### src/hdl/aes_pkg.sv
// ----------------------------------------------------------------------------
// AES package
// Shared constants, types and byte-, word- and state-level functions of AES.
// ----------------------------------------------------------------------------
package aes_pkg;

    localparam int ROUND_KEY_WORDS = 60;
    localparam int KEY_ROWS        = ROUND_KEY_WORDS / 4;
    localparam int WORD_IDX_W      = $clog2(ROUND_KEY_WORDS);
    localparam int ROW_IDX_W       = $clog2(KEY_ROWS);

    localparam logic [2:0] CFG_KEY_PART_0    = 3'd0;
    localparam logic [2:0] CFG_KEY_PART_1    = 3'd1;
    localparam logic [2:0] CFG_KEY_PART_2    = 3'd2;
    localparam logic [2:0] CFG_KEY_PART_3    = 3'd3;
    localparam logic [2:0] CFG_KEY_SIZE_MODE = 3'd4;

    localparam logic [1:0] MODE_KEY_128 = 2'd0;
    localparam logic [1:0] MODE_KEY_192 = 2'd1;

    localparam logic       REQ_DECRYPT = 1'b1;
    localparam logic [7:0] RCON_FIRST  = 8'h01;
    localparam logic [7:0] GF_REDUCE   = 8'h1b;
    localparam logic [7:0] AFFINE_C    = 8'h63;
    localparam logic [7:0] AFFINE_INV_C = 8'h05;

    typedef struct packed {
        logic                  en;
        logic [WORD_IDX_W-1:0] idx;
        logic [31:0]           enc;
        logic [31:0]           dec;
    } t_key_wr;

    localparam logic [7:0] SBOX [256] = '{
        8'h63, 8'h7c, 8'h77, 8'h7b, 8'hf2, 8'h6b, 8'h6f, 8'hc5,
        8'h30, 8'h01, 8'h67, 8'h2b, 8'hfe, 8'hd7, 8'hab, 8'h76,
        8'hca, 8'h82, 8'hc9, 8'h7d, 8'hfa, 8'h59, 8'h47, 8'hf0,
        8'had, 8'hd4, 8'ha2, 8'haf, 8'h9c, 8'ha4, 8'h72, 8'hc0,
        8'hb7, 8'hfd, 8'h93, 8'h26, 8'h36, 8'h3f, 8'hf7, 8'hcc,
        8'h34, 8'ha5, 8'he5, 8'hf1, 8'h71, 8'hd8, 8'h31, 8'h15,
        8'h04, 8'hc7, 8'h23, 8'hc3, 8'h18, 8'h96, 8'h05, 8'h9a,
        8'h07, 8'h12, 8'h80, 8'he2, 8'heb, 8'h27, 8'hb2, 8'h75,
        8'h09, 8'h83, 8'h2c, 8'h1a, 8'h1b, 8'h6e, 8'h5a, 8'ha0,
        8'h52, 8'h3b, 8'hd6, 8'hb3, 8'h29, 8'he3, 8'h2f, 8'h84,
        8'h53, 8'hd1, 8'h00, 8'hed, 8'h20, 8'hfc, 8'hb1, 8'h5b,
        8'h6a, 8'hcb, 8'hbe, 8'h39, 8'h4a, 8'h4c, 8'h58, 8'hcf,
        8'hd0, 8'hef, 8'haa, 8'hfb, 8'h43, 8'h4d, 8'h33, 8'h85,
        8'h45, 8'hf9, 8'h02, 8'h7f, 8'h50, 8'h3c, 8'h9f, 8'ha8,
        8'h51, 8'ha3, 8'h40, 8'h8f, 8'h92, 8'h9d, 8'h38, 8'hf5,
        8'hbc, 8'hb6, 8'hda, 8'h21, 8'h10, 8'hff, 8'hf3, 8'hd2,
        8'hcd, 8'h0c, 8'h13, 8'hec, 8'h5f, 8'h97, 8'h44, 8'h17,
        8'hc4, 8'ha7, 8'h7e, 8'h3d, 8'h64, 8'h5d, 8'h19, 8'h73,
        8'h60, 8'h81, 8'h4f, 8'hdc, 8'h22, 8'h2a, 8'h90, 8'h88,
        8'h46, 8'hee, 8'hb8, 8'h14, 8'hde, 8'h5e, 8'h0b, 8'hdb,
        8'he0, 8'h32, 8'h3a, 8'h0a, 8'h49, 8'h06, 8'h24, 8'h5c,
        8'hc2, 8'hd3, 8'hac, 8'h62, 8'h91, 8'h95, 8'he4, 8'h79,
        8'he7, 8'hc8, 8'h37, 8'h6d, 8'h8d, 8'hd5, 8'h4e, 8'ha9,
        8'h6c, 8'h56, 8'hf4, 8'hea, 8'h65, 8'h7a, 8'hae, 8'h08,
        8'hba, 8'h78, 8'h25, 8'h2e, 8'h1c, 8'ha6, 8'hb4, 8'hc6,
        8'he8, 8'hdd, 8'h74, 8'h1f, 8'h4b, 8'hbd, 8'h8b, 8'h8a,
        8'h70, 8'h3e, 8'hb5, 8'h66, 8'h48, 8'h03, 8'hf6, 8'h0e,
        8'h61, 8'h35, 8'h57, 8'hb9, 8'h86, 8'hc1, 8'h1d, 8'h9e,
        8'he1, 8'hf8, 8'h98, 8'h11, 8'h69, 8'hd9, 8'h8e, 8'h94,
        8'h9b, 8'h1e, 8'h87, 8'he9, 8'hce, 8'h55, 8'h28, 8'hdf,
        8'h8c, 8'ha1, 8'h89, 8'h0d, 8'hbf, 8'he6, 8'h42, 8'h68,
        8'h41, 8'h99, 8'h2d, 8'h0f, 8'hb0, 8'h54, 8'hbb, 8'h16
    };

    function automatic logic [7:0] xt(input logic [7:0] a);
        return {a[6:0], 1'b0} ^ (a[7] ? GF_REDUCE : 8'h00);
    endfunction

    function automatic logic [7:0] rotl8(input logic [7:0] v, input int n);
        return (v << n) | (v >> (8 - n));
    endfunction

    function automatic logic [7:0] inv_affine_lin(input logic [7:0] v);
        return rotl8(v, 1) ^ rotl8(v, 3) ^ rotl8(v, 6);
    endfunction

    function automatic logic [7:0] inv_sbox(input logic [7:0] y);
        logic [7:0] b;
        b = inv_affine_lin(y) ^ AFFINE_INV_C;
        return inv_affine_lin(SBOX[b] ^ AFFINE_C);
    endfunction

    function automatic logic [31:0] sub_word(input logic [31:0] w);
        return {SBOX[w[31:24]], SBOX[w[23:16]], SBOX[w[15:8]], SBOX[w[7:0]]};
    endfunction

    function automatic logic [31:0] mix_word(input logic [31:0] w);
        logic [7:0] a0, a1, a2, a3;
        a0 = w[31:24];
        a1 = w[23:16];
        a2 = w[15:8];
        a3 = w[7:0];
        return {xt(a0) ^ xt(a1) ^ a1 ^ a2 ^ a3,
                a0 ^ xt(a1) ^ xt(a2) ^ a2 ^ a3,
                a0 ^ a1 ^ xt(a2) ^ xt(a3) ^ a3,
                xt(a0) ^ a0 ^ a1 ^ a2 ^ xt(a3)};
    endfunction

    function automatic logic [31:0] inv_mix_word(input logic [31:0] w);
        logic [7:0] a [4];
        logic [7:0] m9 [4];
        logic [7:0] m11 [4];
        logic [7:0] m13 [4];
        logic [7:0] m14 [4];
        logic [7:0] x2, x4, x8;
        for (int j = 0; j < 4; j++) begin
            a[j]   = w[31-8*j -: 8];
            x2     = xt(a[j]);
            x4     = xt(x2);
            x8     = xt(x4);
            m9[j]  = x8 ^ a[j];
            m11[j] = x8 ^ x2 ^ a[j];
            m13[j] = x8 ^ x4 ^ a[j];
            m14[j] = x8 ^ x4 ^ x2;
        end
        return {m14[0] ^ m11[1] ^ m13[2] ^ m9[3],
                m9[0] ^ m14[1] ^ m11[2] ^ m13[3],
                m13[0] ^ m9[1] ^ m14[2] ^ m11[3],
                m11[0] ^ m13[1] ^ m9[2] ^ m14[3]};
    endfunction

    function automatic logic [3:0] key_nk(input logic [1:0] mode);
        logic [3:0] nk;
        case (mode)
            MODE_KEY_128: nk = 4'd4;
            MODE_KEY_192: nk = 4'd6;
            default:      nk = 4'd8;
        endcase
        return nk;
    endfunction

    function automatic logic [127:0] sub_shift_enc(input logic [127:0] s);
        logic [127:0] t;
        for (int c = 0; c < 4; c++) begin
            for (int r = 0; r < 4; r++) begin
                t[127-8*(4*c+r) -: 8] = SBOX[s[127-8*(4*((c+r)%4)+r) -: 8]];
            end
        end
        return t;
    endfunction

    function automatic logic [127:0] sub_shift_dec(input logic [127:0] s);
        logic [127:0] t;
        for (int c = 0; c < 4; c++) begin
            for (int r = 0; r < 4; r++) begin
                t[127-8*(4*((c+r)%4)+r) -: 8] = inv_sbox(s[127-8*(4*c+r) -: 8]);
            end
        end
        return t;
    endfunction

    function automatic logic [127:0] mix_cols(input logic [127:0] s, input logic inv);
        logic [127:0] t;
        for (int c = 0; c < 4; c++) begin
            t[127-32*c -: 32] = inv ? inv_mix_word(s[127-32*c -: 32])
                                    : mix_word(s[127-32*c -: 32]);
        end
        return t;
    endfunction

endpackage

### src/hdl/aes_key_store.sv
// ----------------------------------------------------------------------------
// AES key store
// Encryption and decryption round key memories, written one word at a time
// and read one round key row at a time with a registered output.
// ----------------------------------------------------------------------------
module aes_key_store
    import aes_pkg::*;
(
    input  logic                 i_clk,
    input  t_key_wr              i_wr,
    input  logic                 i_rd_en,
    input  logic                 i_rd_dec,
    input  logic [ROW_IDX_W-1:0] i_rd_row,
    output logic [127:0]         o_rd_key
);

    logic [31:0]  r_enc_mem [KEY_ROWS][4];
    logic [31:0]  r_dec_mem [KEY_ROWS][4];
    logic [127:0] r_rd_key;

    always_ff @(posedge i_clk) begin
        if (i_wr.en) begin
            r_enc_mem[i_wr.idx[WORD_IDX_W-1:2]][i_wr.idx[1:0]] <= i_wr.enc;
            r_dec_mem[i_wr.idx[WORD_IDX_W-1:2]][i_wr.idx[1:0]] <= i_wr.dec;
        end
    end

    always_ff @(posedge i_clk) begin
        if (i_rd_en) begin
            if (i_rd_dec) begin
                r_rd_key <= {r_dec_mem[i_rd_row][0], r_dec_mem[i_rd_row][1],
                             r_dec_mem[i_rd_row][2], r_dec_mem[i_rd_row][3]};
            end else begin
                r_rd_key <= {r_enc_mem[i_rd_row][0], r_enc_mem[i_rd_row][1],
                             r_enc_mem[i_rd_row][2], r_enc_mem[i_rd_row][3]};
            end
        end
    end

    assign o_rd_key = r_rd_key;

endmodule

### config.mk
export PLATFORM = sky130hd
export DESIGN_NAME = aes_key_store
export DESIGN_NICKNAME = d
export VERILOG_FILES = /design/src/hdl/aes_pkg.sv /design/src/hdl/aes_key_store.sv
export SDC_FILE = /design/constraint.sdc
export NUM_CORES = 2
export LEC_CHECK = 0
export BUFFER_PORTS_ARGS = -buffer_cell sky130_fd_sc_hd__buf_4
export CORE_UTILIZATION = 50
export DETAILED_ROUTE_END_ITERATION = 12
export GPL_TIMING_DRIVEN = 1
export PLACE_DENSITY_LB_ADDON = 0.2
export SYNTH_ARGS = -nofsm -noshare
export SYNTH_HDL_FRONTEND = slang
export SYNTH_SLANG_ARGS = --single-unit
### constraint.sdc
create_clock -name i_clk -period 10.7 [get_ports i_clk]
set_input_delay 0.535 -clock i_clk [delete_from_list [all_inputs] [get_ports i_clk]]
set_output_delay 0.535 -clock i_clk [all_outputs]
set_load 0.03 [all_outputs]
# --- Yosys cells after proc, flatten, opt, wreduce, memory -nomap -nowiden ---
# Memories as Yosys holds them, arrays and structs flattened.
# Index checks and enable logic that the tools add are counted.
totals:
  ff_bits: 128
  ram_bits: 3840
  inputBits: 78
  wordCells: 12
  memories: 2
classes:
  magnitude_cmp: 2
  muxes: 5
  bitwise_logic: 1
  n_reduce_logical: 1
memory_table:
  columns: ["name", "words", "width", "read_ports", "rd_clocked_by_memory_dff", "wr", "line", "source"]
  rows:
  - ["r_dec_mem", 15, 128, 1, 0, 1, "aes_key_store.sv:18", "logic [31:0] r_dec_mem [KEY_ROWS][4];"]
  - ["r_enc_mem", 15, 128, 1, 0, 1, "aes_key_store.sv:17", "logic [31:0] r_enc_mem [KEY_ROWS][4];"]
ops:
  columns: ["cell", "n"]
  rows:
  - ["2-to-1 mux 128 bit", 2]
  - ["demux 32 bit (select 2 bit)", 1]
  - ["2-to-1 mux 32 bit", 1]
  - ["greater-or-equal comparator 3 bit, second input constant", 1]
  - ["less-than comparator 3 x 1 -> 1 bit, second input constant", 1]
  - ["NOT 2 -> 3 bit", 1]
  - ["logical AND 1 bit", 1]
  - ["2-to-1 mux 1 bit", 1]

# --- Logic depth before layout (Yosys ltp) ---
depth:
  depth_word: 6
  mapped_depth: 9
  mapped_depth_nobuf: 4

# --- Worst setup path after synthesis ---
# OpenSTA, ideal clock, no wires.
synth_path:
  path_kind: "input port to flip-flop"
  from: "in i_wr[65] in the netlist's numbering"
  to: "mem r_dec_mem[13][100] in the netlist's numbering, enable pin"
  setup_time_ns: 0.487
  arrival_ns: 4.052
  required_time_ns: 10.213
  setup_slack_ns: 6.162
  path_stages: 4
  path_cell_list: "or3b_2 clkbuf_1 clkbuf_1 nor2_1"
synth_between:
  elab_chain_len: 6
  word_cells_on_any_way: 7
  classes_between: "order compare (2); mux (3); bitwise (1); reduce/logical (1)"
synth_lines:
  columns: ["item", "line", "source"]
  rows:
  - ["from (decl)", "aes_key_store.sv:10", "input t_key_wr i_wr,"]
  - ["NOT 2 -> 3 bit (implied by the code) (*)", "aes_key_store.sv:24", "r_dec_mem[i_wr.idx[WORD_IDX_W-1:2]][i_wr.idx[1:0]] <= i_wr.dec;"]
  - ["greater-or-equal comparator 3 bit (implied by the code) / less-than comparator 3 x 1 -> 1 bit (equally long branches)", "aes_key_store.sv:24", null]
  - ["logical AND 1 bit (implied by the code)", "aes_key_store.sv:24", null]
  - ["2-to-1 mux 32 bit (implied by the code)", "aes_key_store.sv:24", null]
  - ["demux 32 bit (select 2 bit) (*)", "aes_key_store.sv:24", null]
  - ["2-to-1 mux 128 bit (implied by the code) (*)", "aes_key_store.sv:24", null]
  - ["to (decl)", "aes_key_store.sv:18", null]
# Every way passes the cells marked *; elsewhere a longest branch is shown, timed or not.

# --- Worst setup path after layout ---
layout_path:
  from: "in i_rd_row[1]"
  to: "reg r_rd_key[100], in the netlist o_rd_key[100], data pin"
layout_between:
  elab_chain_len: 2
  word_cells_on_any_way: 3
  classes_between: "mux (1); memory (2)"
layout_lines:
  columns: ["item", "line", "source"]
  rows:
  - ["from (decl)", "aes_key_store.sv:13", "input logic [ROW_IDX_W-1:0] i_rd_row,"]
  - ["memory (15 x 128 bit) (on tied branches)", null, null]
  - ["2-to-1 mux 128 bit (*)", "aes_key_store.sv:30", "if (i_rd_dec) begin"]
  - ["to (signal assigned)", "aes_key_store.sv:31", "r_rd_key <= {r_dec_mem[i_rd_row][0], r_dec_mem[i_rd_row][1],"]
  - ["to (signal assigned)", "aes_key_store.sv:34", "r_rd_key <= {r_enc_mem[i_rd_row][0], r_enc_mem[i_rd_row][1],"]
  - ["to (decl)", "aes_key_store.sv:19", "logic [127:0] r_rd_key;"]
# Marked as above.
# A chain may end at the register's enable or synchronous reset.

==> out/qor.txt <==
dpl cells - 10,899
synthesis-stage register bit count - 3,968
io pins - 206
met1 usage - 0.373
largest net degree at the start of global routing - 114
Die Width - 553 um
Port Buffer Count - 205
antenna viol nets, final - 0
Crit Path Class - input pin to register
CTS tree - built
site row count - 201
Tcrit/Tclk final - 0.335
final max-slew violation count - 0
RSZ-0062 raised after global routing - false
nets - 7,421
commonest register cell after synthesis - edfxtp_1
initial core utilization - 0.505
final hold vios - 0
1st-iter DRT viols - 8,444
wire per inst - 33.8 um
DP Wirelength - 201,000 um
cts repair resizes - 0
clk buf depth - 4
mean post-synth cell area - 21.9 sq um
die height - 553 um
first-pass GRT wire length - 558,000 um
Die ar. - 306,000 sq um
Seq/Total Area, Yosys - 0.785
total track usage - 0.256
worst-margin pin slew - 1.22 ns
CTS root buf - clkbuf_16
Clock Pin Slew Worst Setup and Hold Paths - 0.06 ns
Post-CTS Setup Repair Bufs - 0
Residual DRC - 0
fillers - 21,919
CP Data Arrival Time - 4.23 ns
gp weighted congestion - 0.767
grt met2 use - 0.412
global routing's busiest layer - met2
total of max-cap violations - 0
GRT Residual Overflow - 0
area grow syn2layout - 13.0%
worst min-delay path class - input pin to register
vias in the first global route - 75,495
drt total wl - 393,000 um
Mapped Area - 152,000 sq um
Final TNS setup - 0 ns
Layout Skew - 0.0340 ns
Power per Cell Area - 192 nW/um^2
Core ar. - 301,000 sq um
Period minus WS final - 3.58 ns
Cell variety after synth - 41
antenna violations before repair - 27
Worst-Skew Late Latency - 0.94 ns
max_slew headroom - 0.186
EDFF count, synth - 3,968
TritonCTS Buffers - 399
Final setup viols - 0
crit path capture type - register
peak fanout along the critical path - 80
met3 usage - 0.0360
asr flop ratio synth - 0
layout cells sized above 1 - 0.260
drt pass-1 iters - 6
H-tree depth reported by CTS - 5
vias - 73,906
CP Data Required Time - 11.35 ns
P_leak - 54.6 nW
status - finished, final reports clean
vias per cell - 6.35
CP Launch Type - input pin
final non-filler cell total - 11,635
clk sink count - 3,968
FMAX - 0.279 GHz
gate count of the mapped netlist - 6,944
Ys Warns - 0
Worst VDD drop - 0.000141 V
syn nets - 7,022
==> state kept, by name, summed over array words and instances (netlist names) <==
| signal | flops |
|---|---|
| o_rd_key | 128 |
| r_enc_mem | 1920 |
| r_dec_mem | 1920 |
==> per-layer routing <==
layer / share of wire / routed length (um)
met5: 0.00014 / 56
met3: 0.073 / 28800
met4: 0.022 / 8610
met1: 0.42 / 165000
met2: 0.48 / 190000
==> worst max-delay path, stage by stage <==
cell	delay, ns
buf_8	0.19
inv_8	0.35
buf_4	0.68
buf_12	0.55
buf_4	0.70
mux4_2	0.61
a22oi_1	0.21
o31ai_1	0.09
==> logic make-up after synthesis <==
logic type / synth area share
AOI/OAI and AO/OA: 0.0286
buffers and inverters: 0.0144
DFF: 0.785
muxes: 0.155
and+or+nand+nor: 0.0168
==> power by group <==
part	internal, mW	switching [mW]	leakage [nW]
registers	17.3	0.0780	35.8
clock network	8.00	5.89	6.32
logic	0.575	1.04	12.5
==> through the flow <==
step / total power, mW / cell area (sq um) / utilization / hold slack (ns) / setup WS (ns)
after floorplan: 18.6 / 152000 / - / 0.634 / 6.16
after global placement: 19.3 / 158000 / 0.527 / 0.724 / 5.52
after detailed placement: 19.3 / 158000 / 0.527 / 0.739 / 6.14
after CTS: 33.1 / 171000 / 0.570 / 0.0760 / 7.15
after global routing: 33.7 / 171000 / 0.570 / 0.123 / 6.94
final: 32.9 / 171000 / 0.570 / 0.119 / 7.12
==> synth_stat cells (all sizes together) (7+ instances only) <==
cell / instances / area, sq um
o22ai: 58 / 363
inv: 57 / 214
a21oi: 52 / 260
mux2: 203 / 2290
edfxtp: 3968 / 119000
nor2: 66 / 253
o21ai: 103 / 515
buf: 214 / 1280
a31o: 53 / 464
a221oi: 45 / 394
o31ai: 24 / 180
mux2i: 396 / 3960
nand3: 7 / 35.0
and2: 44 / 275
o32ai: 44 / 385
o211ai: 57 / 428
a211oi: 144 / 1080
clkbuf: 182 / 683
and3: 23 / 144
mux4: 768 / 17300
nand2: 268 / 1010
a22oi: 25 / 188
nor2b: 125 / 782
==> repair_timing <==
item	in CTS	in global routing
hold buffers	1	0
setup endpoints to repair	0	0
hold endpoints to repair	1	0
==> placed cells by master, fill, tap and decap left out, drive strengths merged <==
| cell type | Yosys | routed |
|---|---|---|
| inv | 57 | 71 |
| edfxtp | 3968 | 3968 |
| nand2 | 268 | 268 |
| a2111oi | 1 | 1 |
| o22ai | 58 | 58 |
| o2111ai | 1 | 1 |
| a211o | 4 | 4 |
| a221oi | 45 | 45 |
| nand3b | 2 | 2 |
| a211oi | 144 | 144 |
| mux2 | 203 | 203 |
| clkinv | 1 | 187 |
| o311ai | 2 | 2 |
| and3 | 23 | 23 |
| a22oi | 25 | 25 |
| clkbuf | 182 | 466 |
| o22a | 1 | 1 |
| and2 | 44 | 44 |
| or3b | 1 | 1 |
| mux2i | 396 | 396 |
| o32ai | 44 | 44 |
| nor2b | 125 | 125 |
| nand2b | 4 | 4 |
| o21ai | 103 | 103 |
| clkinvlp | 0 | 15 |
| mux4 | 768 | 768 |
| o32a | 1 | 1 |
| bufinv | 0 | 44 |
| buf | 214 | 393 |
| nand3 | 7 | 7 |
| nor2 | 66 | 66 |
| diode | 0 | 10 |
| dlygate4sd3 | 0 | 1 |
| o211ai | 57 | 57 |
| a31o | 53 | 53 |
| a21oi | 52 | 52 |
| o31ai | 24 | 24 |
==> area by class of cell <==
cell class	count	area (sq um)	share of cell area
sequential	3968	119000	0.695
multi-input combinational	2522	30900	0.180
clock buffer	466	10400	0.0604
tap	3958	4950	0.0289
timing repair buffer	394	3160	0.0185
clock inverter	259	2610	0.0152
inverter	58	243	0.00142
antenna	10	25.0	0.000146
==> path summary, 6_finish.rpt <==
kind / startpoint / endpoint / slack [ns] / cells past startpoint
min reg2reg: r_dec_mem[14][126] / o_rd_key[126] / 0.75 / 4
max: i_rd_row[1] / o_rd_key[100] / 7.12 / 8
max reg2reg: r_enc_mem[4][16] / o_rd_key[16] / 8.79 / 5
min: i_wr[18] / r_dec_mem[8][18] / 0.12 / 1
(Power assumes the default switching activity.)
